==> config.mk <==
export PLATFORM = sky130hd
export DESIGN_NAME = interval_literal_parser
export DESIGN_NICKNAME = d
export VERILOG_FILES = /design/src/rtl/ilp_pkg.sv /design/src/rtl/interval_literal_parser.sv /design/src/rtl/ilp_front.sv /design/src/rtl/ilp_queue.sv /design/src/rtl/ilp_back.sv
export SDC_FILE = /design/constraint.sdc
export NUM_CORES = 2
export LEC_CHECK = 0
export BUFFER_PORTS_ARGS = -buffer_cell sky130_fd_sc_hd__buf_2
export CAP_MARGIN = 20
export CORE_UTILIZATION = 60
export DETAILED_ROUTE_END_ITERATION = 16
export PLACE_DENSITY = 0.75
export SLEW_MARGIN = 40
export SYNTH_ARGS = -nofsm -noshare
export SYNTH_HDL_FRONTEND = slang
export SYNTH_HIERARCHICAL = 1
export SYNTH_SLANG_ARGS = --single-unit
==> constraint.sdc <==
create_clock -name clk -period 10.5 [get_ports clk]
set_clock_uncertainty 0.05 [all_clocks]
set_input_delay 2.1 -clock clk [delete_from_list [all_inputs] [get_ports clk]]
set_output_delay 2.1 -clock clk [all_outputs]
set_load 0.05 [all_outputs]
==> src/rtl/ilp_pkg.sv <==
// Shared types, constants and lookup functions for the interval literal parser.
// Depends on nothing; every other file in rtl imports it.
package ilp_pkg;

  localparam int QUEUE_DEPTH = 4;
  localparam int CHAR_W      = 8;
  localparam int QUAL_W      = 4;
  localparam int ACC_W       = 63;
  localparam int MS_W        = 10;
  localparam int TOTAL_W     = 64;
  localparam int UNIT_W      = 27;
  localparam int STATUS_W    = 2;

  localparam logic [CHAR_W-1:0] CH_NUL   = 8'h00;
  localparam logic [CHAR_W-1:0] CH_SPACE = 8'h20;
  localparam logic [CHAR_W-1:0] CH_MINUS = 8'h2D;
  localparam logic [CHAR_W-1:0] CH_DOT   = 8'h2E;
  localparam logic [CHAR_W-1:0] CH_ZERO  = 8'h30;
  localparam logic [CHAR_W-1:0] CH_NINE  = 8'h39;
  localparam logic [CHAR_W-1:0] CH_COLON = 8'h3A;

  localparam logic [QUAL_W-1:0] QUAL_YEAR   = 4'd1;
  localparam logic [QUAL_W-1:0] QUAL_MONTH  = 4'd3;
  localparam logic [QUAL_W-1:0] QUAL_SECOND = 4'd13;

  localparam logic [ACC_W-1:0] ACC_MAX       = {ACC_W{1'b1}};
  localparam logic [MS_W-1:0]  SEC_REM_LIMIT = 10'd807;

  typedef enum logic [2:0] {
    F_YEAR  = 3'd0,
    F_MONTH = 3'd1,
    F_DAY   = 3'd2,
    F_HOUR  = 3'd3,
    F_MIN   = 3'd4,
    F_SEC   = 3'd5
  } field_t;

  typedef enum logic [2:0] {
    PH_SIGN   = 3'b001,
    PH_DIGITS = 3'b010,
    PH_FRAC   = 3'b100
  } phase_t;

  typedef enum logic [STATUS_W-1:0] {
    ST_OK    = 2'd0,
    ST_RANGE = 2'd1,
    ST_SEP   = 2'd2,
    ST_TRAIL = 2'd3
  } status_t;

  // One closed field, or the end of a literal, handed from the parser to the adder.
  typedef struct packed {
    logic              is_end;
    logic              add_en;
    field_t            field;
    logic              neg;
    logic [ACC_W-1:0]  acc;
    logic [MS_W-1:0]   ms;
    status_t           status;
    logic              kind;
  } entry_t;

  function automatic logic [QUAL_W-1:0] qual_clamp(input logic [QUAL_W-1:0] q);
    logic [QUAL_W-1:0] r;
    r = q;
    if (q < QUAL_YEAR) r = QUAL_YEAR;
    if (q > QUAL_SECOND) r = QUAL_SECOND;
    return r;
  endfunction

  function automatic field_t start_field(input logic [QUAL_W-1:0] q);
    field_t f;
    case (q)
      4'd1, 4'd2:               f = F_YEAR;
      4'd3:                     f = F_MONTH;
      4'd4, 4'd5, 4'd6, 4'd7:   f = F_DAY;
      4'd8, 4'd9, 4'd10:        f = F_HOUR;
      4'd11, 4'd12:             f = F_MIN;
      default:                  f = F_SEC;
    endcase
    return f;
  endfunction

  function automatic field_t last_field(input logic [QUAL_W-1:0] q);
    field_t f;
    case (q)
      4'd1:                     f = F_YEAR;
      4'd2, 4'd3:               f = F_MONTH;
      4'd4:                     f = F_DAY;
      4'd5, 4'd8:               f = F_HOUR;
      4'd6, 4'd9, 4'd11:        f = F_MIN;
      default:                  f = F_SEC;
    endcase
    return f;
  endfunction

  // Largest value the leading field may hold without overflowing the total.
  function automatic logic [ACC_W-1:0] first_limit(input field_t f);
    logic [ACC_W-1:0] lim;
    case (f)
      F_YEAR:  lim = 63'd178956970;
      F_MONTH: lim = 63'd2147483647;
      F_DAY:   lim = 63'd106751991167;
      F_HOUR:  lim = 63'd2562047788015;
      F_MIN:   lim = 63'd153722867280912;
      default: lim = 63'd9223372036854775;
    endcase
    return lim;
  endfunction

  // Exclusive bound for a field that follows another one.
  function automatic logic [ACC_W-1:0] later_limit(input field_t f);
    logic [ACC_W-1:0] lim;
    case (f)
      F_MONTH: lim = 63'd12;
      F_HOUR:  lim = 63'd24;
      F_MIN:   lim = 63'd60;
      F_SEC:   lim = 63'd60;
      default: lim = '0;
    endcase
    return lim;
  endfunction

  // Seconds are scaled by 1000 here and their fraction is added afterward.
  function automatic logic [UNIT_W-1:0] unit_of(input field_t f);
    logic [UNIT_W-1:0] u;
    case (f)
      F_YEAR:  u = 27'd12;
      F_MONTH: u = 27'd1;
      F_DAY:   u = 27'd86400000;
      F_HOUR:  u = 27'd3600000;
      F_MIN:   u = 27'd60000;
      default: u = 27'd1000;
    endcase
    return u;
  endfunction

  function automatic logic [CHAR_W-1:0] separator(input field_t f);
    logic [CHAR_W-1:0] s;
    case (f)
      F_YEAR, F_MONTH: s = CH_MINUS;
      F_DAY:           s = CH_SPACE;
      default:         s = CH_COLON;
    endcase
    return s;
  endfunction

endpackage

==> src/rtl/interval_literal_parser.sv <==
// SQL interval literal parser, top level: parser front end, entry queue, adder back end.
// Depends on ilp_pkg, ilp_front, ilp_queue and ilp_back.
//
// One character beat is taken every cycle while the internal queue has room; after
// its NUL beat, the result of a literal passes through the queue, the two multiply
// and accumulate stages and the result register before it reaches the result port.
// Each accepted character yields at most one queue entry, so a stalled result port
// backs up into char_ready only after QDEPTH closed fields or ends are waiting.
// Writing qualifier_code restarts parsing and is meant for an idle block.
module interval_literal_parser import ilp_pkg::*; #(
  parameter int QDEPTH = QUEUE_DEPTH
) (
  input  logic                 clk,
  input  logic                 rst,
  input  logic                 qualifier_we,
  input  logic [QUAL_W-1:0]    qualifier_code,
  input  logic                 char_valid,
  output logic                 char_ready,
  input  logic [CHAR_W-1:0]    char_code,
  output logic                 result_valid,
  input  logic                 result_ready,
  output logic [TOTAL_W-1:0]   total_value,
  output logic                 interval_kind,
  output logic [STATUS_W-1:0]  status
);

  logic   q_full;
  logic   q_nonempty;
  logic   q_pop;
  logic   push;
  entry_t push_entry;
  entry_t q_head;

  assign char_ready = !q_full;

  ilp_front u_front (
    .clk       (clk),
    .rst       (rst),
    .cfg_we    (qualifier_we),
    .cfg_data  (qualifier_code),
    .accept    (char_valid && char_ready),
    .char_code (char_code),
    .push      (push),
    .entry     (push_entry)
  );

  ilp_queue #(.DEPTH(QDEPTH)) u_queue (
    .clk        (clk),
    .rst        (rst),
    .push       (push),
    .push_entry (push_entry),
    .pop        (q_pop),
    .full       (q_full),
    .nonempty   (q_nonempty),
    .head       (q_head)
  );

  ilp_back u_back (
    .clk           (clk),
    .rst           (rst),
    .clear         (qualifier_we),
    .q_nonempty    (q_nonempty),
    .q_head        (q_head),
    .q_pop         (q_pop),
    .result_valid  (result_valid),
    .result_ready  (result_ready),
    .total_value   (total_value),
    .interval_kind (interval_kind),
    .status        (status)
  );

endmodule

==> src/rtl/ilp_front.sv <==
// Character parser: tracks field, sign, digits and fraction, checks ranges and
// separators, and pushes closed fields and literal ends into the queue. Uses ilp_pkg.
module ilp_front import ilp_pkg::*; (
  input  logic                clk,
  input  logic                rst,
  input  logic                cfg_we,
  input  logic [QUAL_W-1:0]   cfg_data,
  input  logic                accept,
  input  logic [CHAR_W-1:0]   char_code,
  output logic                push,
  output entry_t              entry
);

  logic [QUAL_W-1:0] qual;
  field_t            field, field_next;
  phase_t            phase, phase_next;
  logic [ACC_W-1:0]  acc, acc_next;
  logic              sat, sat_next;
  logic [MS_W-1:0]   frac_ms, frac_ms_next;
  logic [1:0]        frac_cnt, frac_cnt_next;
  logic              sign, sign_next;
  status_t           err, err_next;

  logic [QUAL_W-1:0] q;
  logic              is_digit;
  logic [3:0]        digit;
  logic [MS_W-1:0]   ms_pad;
  logic [ACC_W-1:0]  lim;
  logic              bad;
  logic              is_last;
  status_t           fin_status;
  logic [ACC_W+3:0]  acc_wide;
  logic              acc_over;

  always_comb begin
    q        = qual_clamp(qual);
    is_digit = char_code inside {[CH_ZERO:CH_NINE]};
    digit    = char_code[3:0];

    case (frac_cnt)
      2'd0:    ms_pad = '0;
      2'd1:    ms_pad = MS_W'(frac_ms * 10'd100);
      2'd2:    ms_pad = MS_W'(frac_ms * 10'd10);
      default: ms_pad = frac_ms;
    endcase

    lim = first_limit(field);
    if (sat) begin
      bad = 1'b1;
    end else if (field == start_field(q)) begin
      bad = (acc > lim) || (field == F_SEC && acc == lim && ms_pad > SEC_REM_LIMIT);
    end else begin
      bad = acc >= later_limit(field);
    end

    is_last = (field == last_field(q));
    if (bad) begin
      fin_status = ST_RANGE;
    end else if (!is_last) begin
      fin_status = (char_code == separator(field)) ? ST_OK : ST_SEP;
    end else begin
      fin_status = (char_code != CH_NUL) ? ST_TRAIL : ST_OK;
    end

    // acc * 10 + digit; any bit at or above bit 63 means the run saturates.
    acc_wide = ({4'b0, acc} << 3) + ({4'b0, acc} << 1) + {{ACC_W{1'b0}}, digit};
    acc_over = |acc_wide[ACC_W+3:ACC_W];
  end

  always_comb begin
    field_next    = field;
    phase_next    = phase;
    acc_next      = acc;
    sat_next      = sat;
    frac_ms_next  = frac_ms;
    frac_cnt_next = frac_cnt;
    sign_next     = sign;
    err_next      = err;
    push          = 1'b0;

    entry.is_end = 1'b0;
    entry.add_en = 1'b0;
    entry.field  = field;
    entry.neg    = sign;
    entry.acc    = acc;
    entry.ms     = ms_pad;
    entry.status = ST_OK;
    entry.kind   = (q <= QUAL_MONTH) ? 1'b0 : 1'b1;

    if (cfg_we) begin
      field_next    = start_field(qual_clamp(cfg_data));
      phase_next    = PH_SIGN;
      acc_next      = '0;
      sat_next      = 1'b0;
      frac_ms_next  = '0;
      frac_cnt_next = '0;
      sign_next     = 1'b0;
      err_next      = ST_OK;
    end else if (accept) begin
      if (char_code == CH_NUL) begin
        push          = 1'b1;
        entry.is_end  = 1'b1;
        entry.status  = (err != ST_OK) ? err : fin_status;
        entry.add_en  = (err == ST_OK) && (fin_status == ST_OK);
        field_next    = start_field(q);
        phase_next    = PH_SIGN;
        acc_next      = '0;
        sat_next      = 1'b0;
        frac_ms_next  = '0;
        frac_cnt_next = '0;
        sign_next     = 1'b0;
        err_next      = ST_OK;
      end else if (err == ST_OK) begin
        if (phase == PH_SIGN && char_code == CH_MINUS) begin
          sign_next  = !sign;
          phase_next = PH_DIGITS;
        end else if (phase != PH_FRAC && is_digit) begin
          phase_next = PH_DIGITS;
          if (sat || acc_over) begin
            sat_next = 1'b1;
            acc_next = ACC_MAX;
          end else begin
            acc_next = acc_wide[ACC_W-1:0];
          end
        end else if (phase != PH_FRAC && char_code == CH_DOT && field == F_SEC) begin
          phase_next = PH_FRAC;
        end else if (phase == PH_FRAC && is_digit) begin
          if (frac_cnt != 2'd3) begin
            frac_ms_next  = MS_W'(frac_ms * 10'd10) + {6'b0, digit};
            frac_cnt_next = frac_cnt + 2'd1;
          end
        end else if (fin_status == ST_OK) begin
          // Separator seen: the field is closed and the next one begins.
          push          = 1'b1;
          entry.add_en  = 1'b1;
          field_next    = field_t'(field + 3'd1);
          phase_next    = PH_SIGN;
          acc_next      = '0;
          sat_next      = 1'b0;
          frac_ms_next  = '0;
          frac_cnt_next = '0;
        end else begin
          err_next = fin_status;
        end
      end
    end
  end

  always_ff @(posedge clk) begin
    if (rst) begin
      qual     <= QUAL_SECOND;
      field    <= F_SEC;
      phase    <= PH_SIGN;
      acc      <= '0;
      sat      <= 1'b0;
      frac_ms  <= '0;
      frac_cnt <= '0;
      sign     <= 1'b0;
      err      <= ST_OK;
    end else begin
      if (cfg_we) qual <= cfg_data;
      field    <= field_next;
      phase    <= phase_next;
      acc      <= acc_next;
      sat      <= sat_next;
      frac_ms  <= frac_ms_next;
      frac_cnt <= frac_cnt_next;
      sign     <= sign_next;
      err      <= err_next;
    end
  end

endmodule

==> src/rtl/ilp_queue.sv <==
// Small circular queue of parser entries between the parser and the adder.
// Uses entry_t from ilp_pkg.
module ilp_queue import ilp_pkg::*; #(
  parameter int DEPTH = QUEUE_DEPTH
) (
  input  logic    clk,
  input  logic    rst,
  input  logic    push,
  input  entry_t  push_entry,
  input  logic    pop,
  output logic    full,
  output logic    nonempty,
  output entry_t  head
);

  localparam int PTR_W = (DEPTH > 1) ? $clog2(DEPTH) : 1;
  localparam int CNT_W = $clog2(DEPTH + 1);

  entry_t           slots [DEPTH];
  logic [PTR_W-1:0] wr_ptr, rd_ptr;
  logic [CNT_W-1:0] count;
  logic             do_pop;

  assign full     = (count == CNT_W'(DEPTH));
  assign nonempty = (count != '0);
  assign head     = slots[rd_ptr];
  assign do_pop   = pop && nonempty;

  always_ff @(posedge clk) begin
    if (push) slots[wr_ptr] <= push_entry;
  end

  always_ff @(posedge clk) begin
    if (rst) begin
      wr_ptr <= '0;
      rd_ptr <= '0;
      count  <= '0;
    end else begin
      if (push) wr_ptr <= (wr_ptr == PTR_W'(DEPTH - 1)) ? '0 : wr_ptr + 1'b1;
      if (do_pop) rd_ptr <= (rd_ptr == PTR_W'(DEPTH - 1)) ? '0 : rd_ptr + 1'b1;
      if (push && !do_pop) begin
        count <= count + 1'b1;
      end else if (!push && do_pop) begin
        count <= count - 1'b1;
      end
    end
  end

endmodule

==> src/rtl/ilp_back.sv <==
// Adder back end: scales each closed field by its unit in two partial products,
// sums into the running total and drives the result register. Uses ilp_pkg.
module ilp_back import ilp_pkg::*; (
  input  logic                  clk,
  input  logic                  rst,
  input  logic                  clear,
  input  logic                  q_nonempty,
  input  entry_t                q_head,
  output logic                  q_pop,
  output logic                  result_valid,
  input  logic                  result_ready,
  output logic [TOTAL_W-1:0]    total_value,
  output logic                  interval_kind,
  output logic [STATUS_W-1:0]   status
);

  // Stage 1: partial products of the field value and its unit.
  logic                      s1_valid;
  entry_t                    s1;
  logic [58:0]               s1_lo;
  logic [57:0]               s1_hi;
  // Stage 2: the scaled field value.
  logic                      s2_valid;
  entry_t                    s2;
  logic [TOTAL_W-1:0]        s2_prod;

  logic [TOTAL_W-1:0]        total;
  logic [TOTAL_W-1:0]        addend;
  logic [TOTAL_W-1:0]        total_sum;
  logic [UNIT_W-1:0]         unit;
  logic [MS_W-1:0]           ms_term;
  logic                      en;

  // The pipeline only stops when a literal end reaches the full result register.
  assign en    = !(s2_valid && s2.is_end && result_valid && !result_ready);
  assign q_pop = en;
  assign unit  = unit_of(q_head.field);

  always_comb begin
    ms_term   = (s1.field == F_SEC) ? s1.ms : '0;
    addend    = s2_prod ^ {TOTAL_W{s2.neg}};
    total_sum = s2.add_en ? (total + addend + {{(TOTAL_W-1){1'b0}}, s2.neg}) : total;
  end

  always_ff @(posedge clk) begin
    if (en) begin
      s1      <= q_head;
      s1_lo   <= q_head.acc[31:0] * unit;
      s1_hi   <= q_head.acc[ACC_W-1:32] * unit;
      s2      <= s1;
      s2_prod <= TOTAL_W'(s1_lo) + (TOTAL_W'(s1_hi) << 32) + TOTAL_W'(ms_term);
    end
    if (en && s2_valid && s2.is_end) begin
      total_value   <= (s2.status == ST_OK) ? total_sum : '0;
      interval_kind <= s2.kind;
      status        <= s2.status;
    end
  end

  always_ff @(posedge clk) begin
    if (rst) begin
      s1_valid     <= 1'b0;
      s2_valid     <= 1'b0;
      total        <= '0;
      result_valid <= 1'b0;
    end else begin
      if (en) begin
        s1_valid <= q_nonempty;
        s2_valid <= s1_valid;
      end
      // A qualifier write drops the partial sum of an abandoned literal.
      if (clear) begin
        total <= '0;
      end else if (en && s2_valid) begin
        total <= s2.is_end ? '0 : total_sum;
      end
      if (en && s2_valid && s2.is_end) begin
        result_valid <= 1'b1;
      end else if (result_ready) begin
        result_valid <= 1'b0;
      end
    end
  end

endmodule

==> metrics.txt <==
outcome=finished clean; max-slew violation count=0; Root Driver=clkbuf_16; met1 Resource Use GR=41.54%; Yosys warning count=6; initial antenna violation count=8; final hold violation count=0; CP Data Required Time=10900 ps; Hold Buf Count CTS=0; Max Freq=100.9 MHz; Slowest cell on crit path=mux4_2; Die Footprint=128800 µm²; Place WS=722.1 ps; #FFs+latches synth=740; worst skew pair latency=720 ps; leading cell type in the layout, fill and taps excluded=inv_1; post-synthesis sequential area ratio=26.91%; type of the tightest min-delay check=register to register; Synth area leaders=edfxtp_1, fa_1, ha_1, inv_1, dfxtp_1; CTS tree=yes; setup TNS=0 ps; RSZ-0062 raised after global routing=false; H-tree depth=3; final global-route overflow total=0; routability congestion estimate=1.027; ys flop type=edfxtp_1; vias in the first global route=56.37k; CTS clk-pin slew, worst paths=60 ps; IO Port Bufs=85; post_cts resized=0; drt first pass iters=6; Yosys cell types=103; Worst path most repeated cell=fa_1; post-CTS setup buffers=0; post-route minimum period=9910 ps; Sink Count=740; critical path capture point type=register; Layout Area Growth over Synthesis=6.172%; post-route setup slack=590.3 ps; Arrival @ worst endpoint=10310 ps; Mapped Cells=7526; DR WL/cell=22.21 µm; initial cell density of the core=60.63%; CTS Buffer Depth=3; M2 GR Usage=54.65%; Die Height=358.9 µm; critical path peak fanout=37; largest net degree at the start of global routing=79; GRT Util Overall=32.26%; critical path class=register to register; die span in x=358.9 µm; Final Net Count=9203; CTS Buf Count=82; iteration-0 DRC count of the detailed router=3933; post-DP HPWL=165800 µm; EDFF count, synth=575; Via density=5.857; cell family with most CP delay=adder cells; Routed Antenna Nets=0; buffer and inverter count on the worst path=6; GR peak layer=met2; post-synth top area share=22.59%; area leader, netlist=edfxtp_1; total of max-cap violations=0; drt total wl=204700 µm; CP Launch Type=register; drt drc=0; final setup vio count=0; global-route wire length before repair=320600 µm; row count=130; synthesized area per cell=10.16 µm²; Fillers=10.09k; CP max stage delay=720 ps; Syn Nets=9236; worst slew pin tran=922.7 ps; asr flop ratio synth=0%; M3 GR Usage=5.448%; max_slew headroom=37.83%; most frequent cells in the layout=inv_1, ha_1, fa_1; layout cell share with drive strength beyond 1=6.095%; Final Cycle Share=94.38%; cell area after synthesis=76430 µm²; via count=53.97k; I/O Pins=86; Core Footprint=126100 µm²
## sequential cells by signal, indices dropped and copies added (netlist names), 10 cells and up, named ones only
register,flops
u_back/s1,19
u_back/total,64
u_queue/slots,328
u_front/frac_ms,10
u_back/s1_hi,32
u_front/acc,63
u_back/total_value,64
u_back/s1_lo,59
u_back/s2_prod,64
## cells in the mapped netlist (13+ instances only)
library cell  instances
nand2_1             519
mux2i_1              61
inv_1              1439
nor2_1              377
and4_1               16
o211ai_1             23
a22oi_1              40
o31ai_1              18
edfxtp_1            575
nand2b_1             34
a21oi_1             357
buf_2                33
mux4_2               81
nand4_1              72
fa_1                834
dfxtp_1             165
a221oi_1             13
clkbuf_1            195
nor4_1               30
a21o_1              137
xnor2_1             207
or2_2                32
xor2_1              178
nor3_1               53
nor2b_1              97
a211o_1              16
and3_1               81
a21oi_2              24
and2_1              237
a31oi_1              32
nand3_1              83
nand3b_1             15
o21bai_1             58
ha_1                859
a22o_1               14
o21ai_0             225
a211oi_1             31
o21a_1               44
## worst register-to-register path, delay by kind of cell, from the launching register on
family                     cells  cell delay (ps)
DFF                            1              440
buffers and inverters          6              970
AOI/OAI and AO/OA             10             2980
adders and majority gates      8             3920
and+or+nand+nor                4              520
muxes                          1              790
## metal layers
| metal | routed length, µm | share of wire, % |
|---|---|---|
| met3 | 13640 | 6.7 |
| met1 | 84650 | 41 |
| met2 | 97970 | 48 |
| met4 | 8374 | 4.1 |
| met5 | 24 | 0.012 |
## final cells by class
cell class / count / area (µm²) / area share [%]
multi-input combinational: 5087 / 49330 / 60.79
sequential: 740 / 20580 / 25.36
inverter: 1440 / 5405 / 6.661
clock buffer: 109 / 2193 / 2.703
tap: 1650 / 2064 / 2.544
timing repair buffer: 142 / 915.9 / 1.129
clock inverter: 45 / 656.9 / 0.8095
antenna: 1 / 2.502 / 0.003084
## kinds of logic (layout without fill, tap and decap cells)
kind of cell | count (synthesis) | after routing | synth area share (%)
AO/OA/AOI/OAI | 1163 | 1163 | 9.863
XOR/XNOR | 385 | 385 | 4.412
adder cells (fa/ha/maj) | 1698 | 1698 | 35.97
buffers and inverters | 1699 | 1736 | 8.667
flip-flops | 740 | 740 | 26.91
multiplexers | 145 | 145 | 3.250
other | 0 | 1 | 0
AND/OR/NAND/NOR | 1696 | 1696 | 10.92
## path summary, 6_finish.rpt
| path | from | to | slack, ps | cells past startpoint |
|---|---|---|---|---|
| worst max-delay path | register | u_back/s1_lo[56] | 590 | 29 |
| worst min-delay path | u_back/s2[0] | u_back/interval_kind | 380 | 0 |
| worst max register to register | register | u_back/s1_lo[56] | 590 | 29 |
| worst min register to register | u_back/s2[0] | u_back/interval_kind | 380 | 0 |
## through the flow
step                      hold slack [ps]  utilization (%)  cells  instance area [µm²]
after floorplan                     350.3                -   7526                76430
after global placement              356.4            62.05   9056                78220
after detailed placement            365.1            62.08   9058                78250
after CTS                           379.1            64.34   9212                81100
after global routing                397.1            64.37   9213                81140
final                               377.1            64.37   9214                81150
Power is left out: the tool's default activity adds up to more than one toggle a clock period on the data nets, which glitch-free logic cannot reach.
